## config.mk

```make
export PLATFORM = sky130hd
export DESIGN_NAME = foof_cell
export DESIGN_NICKNAME = d
export VERILOG_FILES = /design/src/rtl/foof_pkg.sv /design/src/rtl/foof_cell.sv
export SDC_FILE = /design/constraint.sdc
export NUM_CORES = 1
export LEC_CHECK = 0
export BUFFER_PORTS_ARGS = -buffer_cell sky130_fd_sc_hd__clkbuf_2
export CAP_MARGIN = 25
export CORE_UTILIZATION = 40
export DETAILED_ROUTE_END_ITERATION = 10
export PLACE_DENSITY = 0.61
export SLEW_MARGIN = 30
export SYNTH_ARGS = -nofsm -noshare
export SYNTH_HDL_FRONTEND = slang
export SYNTH_SLANG_ARGS = --single-unit
```

## constraint.sdc

```tcl
create_clock -name clk -period 7.9 [get_ports clk]
set_clock_uncertainty 0.2 [all_clocks]
set_input_delay 1.185 -clock clk [delete_from_list [all_inputs] [get_ports clk]]
set_output_delay 1.185 -clock clk [all_outputs]
set_load 0.02 [all_outputs]
```

## src/rtl/foof_pkg.sv

```systemverilog
package foof_pkg;

  // Width of one sequence element.
  localparam int unsigned ValueW = 32;

  // Probe that travels down the cell chain, one cell per cycle while the chain advances.
  typedef struct packed {
    logic signed [ValueW-1:0] value;
    logic                     first;   // Clear the table as the probe passes.
    logic                     hit;     // Value matched a live entry upstream.
    logic                     stored;  // Value was written into an upstream cell.
  } probe_t;

endpackage

```

## src/rtl/foof_cell.sv

```systemverilog
// One table entry of the chain. It compares the passing probe against its
// entry, takes the value if it is the first free cell the probe reaches,
// and hands the probe on to the next cell.
module foof_cell (
  input  logic            clk,
  input  logic            rst_n,
  input  logic            advance,
  input  logic            probe_vld_i,
  input  foof_pkg::probe_t probe_i,
  output logic            probe_vld_o,
  output foof_pkg::probe_t probe_o
);

  logic                               fill_r, fill_nxt;
  logic signed [foof_pkg::ValueW-1:0] entry_r, entry_nxt;
  logic                               probe_vld_r;
  foof_pkg::probe_t                   probe_r, probe_nxt;
  logic                               live;
  logic                               match;
  logic                               take;

  // Compare, claim and forward.
  always_comb begin
    live      = fill_r && !probe_i.first;
    match     = live && (entry_r == probe_i.value);
    take      = !probe_i.hit && !probe_i.stored && !live;
    fill_nxt  = fill_r;
    entry_nxt = entry_r;
    probe_nxt = probe_i;
    probe_nxt.hit    = probe_i.hit || match;
    probe_nxt.stored = probe_i.stored || take;
    if (probe_vld_i) begin
      fill_nxt = live || take;
      if (take) begin
        entry_nxt = probe_i.value;
      end
    end
  end

  // Control state.
  always_ff @(posedge clk) begin
    if (!rst_n) begin
      fill_r      <= 1'b0;
      probe_vld_r <= 1'b0;
    end else if (advance) begin
      fill_r      <= fill_nxt;
      probe_vld_r <= probe_vld_i;
    end
  end

  // Payload state.
  always_ff @(posedge clk) begin
    if (advance) begin
      entry_r <= entry_nxt;
      probe_r <= probe_nxt;
    end
  end

  assign probe_vld_o = probe_vld_r;
  assign probe_o     = probe_r;

endmodule

```

==> results.cfg <==
[pwr]
p_leak_nw = 1.19
p_sw_share_pct = 20.9
vdd_ir_drop_max_uv = 123
p_int_mw = 0.654
switchingPower_mw = 0.173
pwr-share-seq_pct = 51.7
powerDensity_nw_per_um2 = 259
p_comb_share_pct = 8.0
clkPwrFrac_pct = 40.3

[yosys]
postSynthAreaPerCell_um2 = 20.0
synth_fp_nets = 162
ys_seq_area_share_pct = 83.2
synth_warnings = 0
synth_cell_type_count = 16
postSynthCellCount = 123
syn_area_um2 = 2470
synth-seq-cells = 69

[final_layout]
fin_nets = 249
final_util_pct = 53.9
stdcell_count = 290
syn_to_final_growth_pct = 29.3
drive_above_1_share_pct = 42.8
antenna_cells = 0

[worst_setup_path]
path_buf_inv = 2
cp_data_arrival_time_ns = 2.64
crit_chain = clkbuf_2 > nand2_1 > nor4_2 > buf_4
crit_fanout = 38
reg2reg_slack_ns = 6.34
reg2reg_to = probe_o[1]$_DFFE_PP_
crit_path_start_kind = input pin
worst_setup_path_end_kind = register
crit_required_ns = 7.72
cp_top_family = buffers and inverters
critical_path.max_stage_delay_ns = 0.67
r2r_start = entry_r[16]$_DFFE_PP_
path_class = input pin to register
slowest_stage = clkbuf_2
reg2regPathDepth = 4

[clock_tree]
post_cts_buffers = 0
cts-hold-fix-buffers = 0
cts_max_level = 3
post_cts_resized = 0
clk_pin_slew_ns = 0.07
clk_path_buf_depth = 2
cts_root_buffer = clkbuf_8
numCtsBuffers = 9
clock-sinks = 69
cts_tree = yes
clk-insertion-delay-late_ns = 0.33

[sta]
fin_crit_sh_pct = 35.6
setup_viol = 0
tns_ns = 0
report.final.hold_viol_count = 0
fin_hold_ws_ns = 0.293
fin_crit_ns = 2.81
tightest_slew_ns = 0.910
rsz0062_at_grt = no
relSlewSlack_pct = 39.3
maxSlewViolCount = 0
fmax_mhz = 356

[floorplan]
start_util_pct = 41.7
rows = 28
die_area_um2 = 6480
core_area_um2 = 5920
io-pin-count = 75
die_x_um = 80.5
die_h_um = 80.5

[detailed_routing]
drc = 0
firstDrtPassIters = 4
vias = 1355
drtAntennaViolNets = 0
wl_per_cell_um = 14.5
wl_mm = 4.20
drt_iter0_markers = 47
viasPerCell = 4.67

[worst_hold_path]
hold_end = probe_vld_o$_SDFFE_PN0P_
hold_start = probe_vld_o$_SDFFE_PN0P_
hold_depth = 2
hp-class = register to register

[global_routing]
antenna_found_initial = 0
grt_max_degree = 39
grt_use_total_pct = 14.2
grt_overflow_total = 0
grt_pass1_vias = 1307
grt_pass1_wl_mm = 6.34

[placed_design]
place_congestion = 0.723
placed_cells = 274
hpwl_mm = 3.03
port_buffers = 74

[status]
status = finished, final reports clean

[run]
max-cap-violations = 0
-- cell usage after synthesis (all sizes together) --
| master | n | area [µm²] |
|---|---|---|
| nand3 | 2 | 10.0 |
| nor2b | 2 | 12.5 |
| and3 | 1 | 6.26 |
| nand4 | 6 | 37.5 |
| a21boi | 1 | 7.51 |
| nor4 | 3 | 18.8 |
| xnor2 | 28 | 245 |
| dfxtp | 2 | 40.0 |
| o21bai | 1 | 7.51 |
| nor3 | 2 | 10.0 |
| nand2 | 1 | 3.75 |
| a21oi | 1 | 5.00 |
| edfxtp | 67 | 2010 |
| xor2 | 4 | 35.0 |
| nand2b | 1 | 6.26 |
| a31o | 1 | 8.76 |
-- through the flow --
| stage | cell area (µm²) | total power [mW] | setup WS, ns |
|---|---|---|---|
| CTS | 3190 | 0.834 | 5.07 |
| detailed placement | 2950 | 0.502 | 4.71 |
| global route | 3190 | 0.854 | 4.88 |
| global placement | 2950 | 0.500 | 4.79 |
| finish | 3190 | 0.826 | 5.09 |
| floorplan | 2470 | 0.467 | 2.80 |
-- per-layer routing --
metal	GRT usage (%)	vias up	wire length (µm)
met5	0	-	0
met4	6.61	0	51
met3	6.14	7	355
met2	20.7	65	1880
met1	18.0	640	1910
li1	-	643	-
-- registers in the layout, summed over array words and instances, names as in the netlist --
signal       count
entry_r         32
probe_o         35
fill_r           1
probe_vld_o      1
-- layout by cell type, fill, tap and decap left out, types with 3 or more instances in the layout --
cell / Yosys / layout
bufinv_16: 0 / 3
xnor2_1: 28 / 28
xor2_1: 4 / 4
edfxtp_1: 67 / 67
clkbuf_2: 0 / 74
clkbuf_8: 0 / 9
nand4_1: 6 / 6
-- logic make-up after synthesis --
group,share of synthesized area [%]
flops,83.2
xor+xnor,11.4
simple gates,4.26
compound gates,1.17
-- worst max-delay path by stage --
stage | slack [ns] | endpoint | cells past startpoint | from
after floorplan | 2.80 | entry_r[0]$_DFFE_PP_ | 1 | probe_i[0]
after global placement | 4.79 | entry_r[18]$_DFFE_PP_ | 4 | advance
after detailed placement | 4.71 | entry_r[1]$_DFFE_PP_ | 4 | advance
after CTS | 5.07 | entry_r[31]$_DFFE_PP_ | 4 | advance
after global routing | 4.88 | entry_r[31]$_DFFE_PP_ | 4 | advance
final | 5.09 | entry_r[31]$_DFFE_PP_ | 4 | advance
-- cell type report --
cell class	count	area, µm²
clock buffers	9	124
well taps	75	93.8
clock inverters	7	114
multi-input cells	54	420
flip-flops and latches	69	2050
repair buffers	76	385
fillers	481	2730
-- power groups by stage --
stage                     Combinational (mW)  Clock (mW)  Sequential, mW
after floorplan                       0.0123           0           0.454
after global placement                0.0654           0           0.434
after detailed placement              0.0672           0           0.435
after CTS                             0.0674       0.339           0.427
after global routing                  0.0716       0.354           0.428
final                                 0.0662       0.333           0.427
-- worst min-delay path, cell delays in order (launching register included) --
cell and delay [ns]:
dfxtp_1 0.32, nand2b_1 0.06, a21boi_0 0.07
Power figures use the tool's default switching activity.
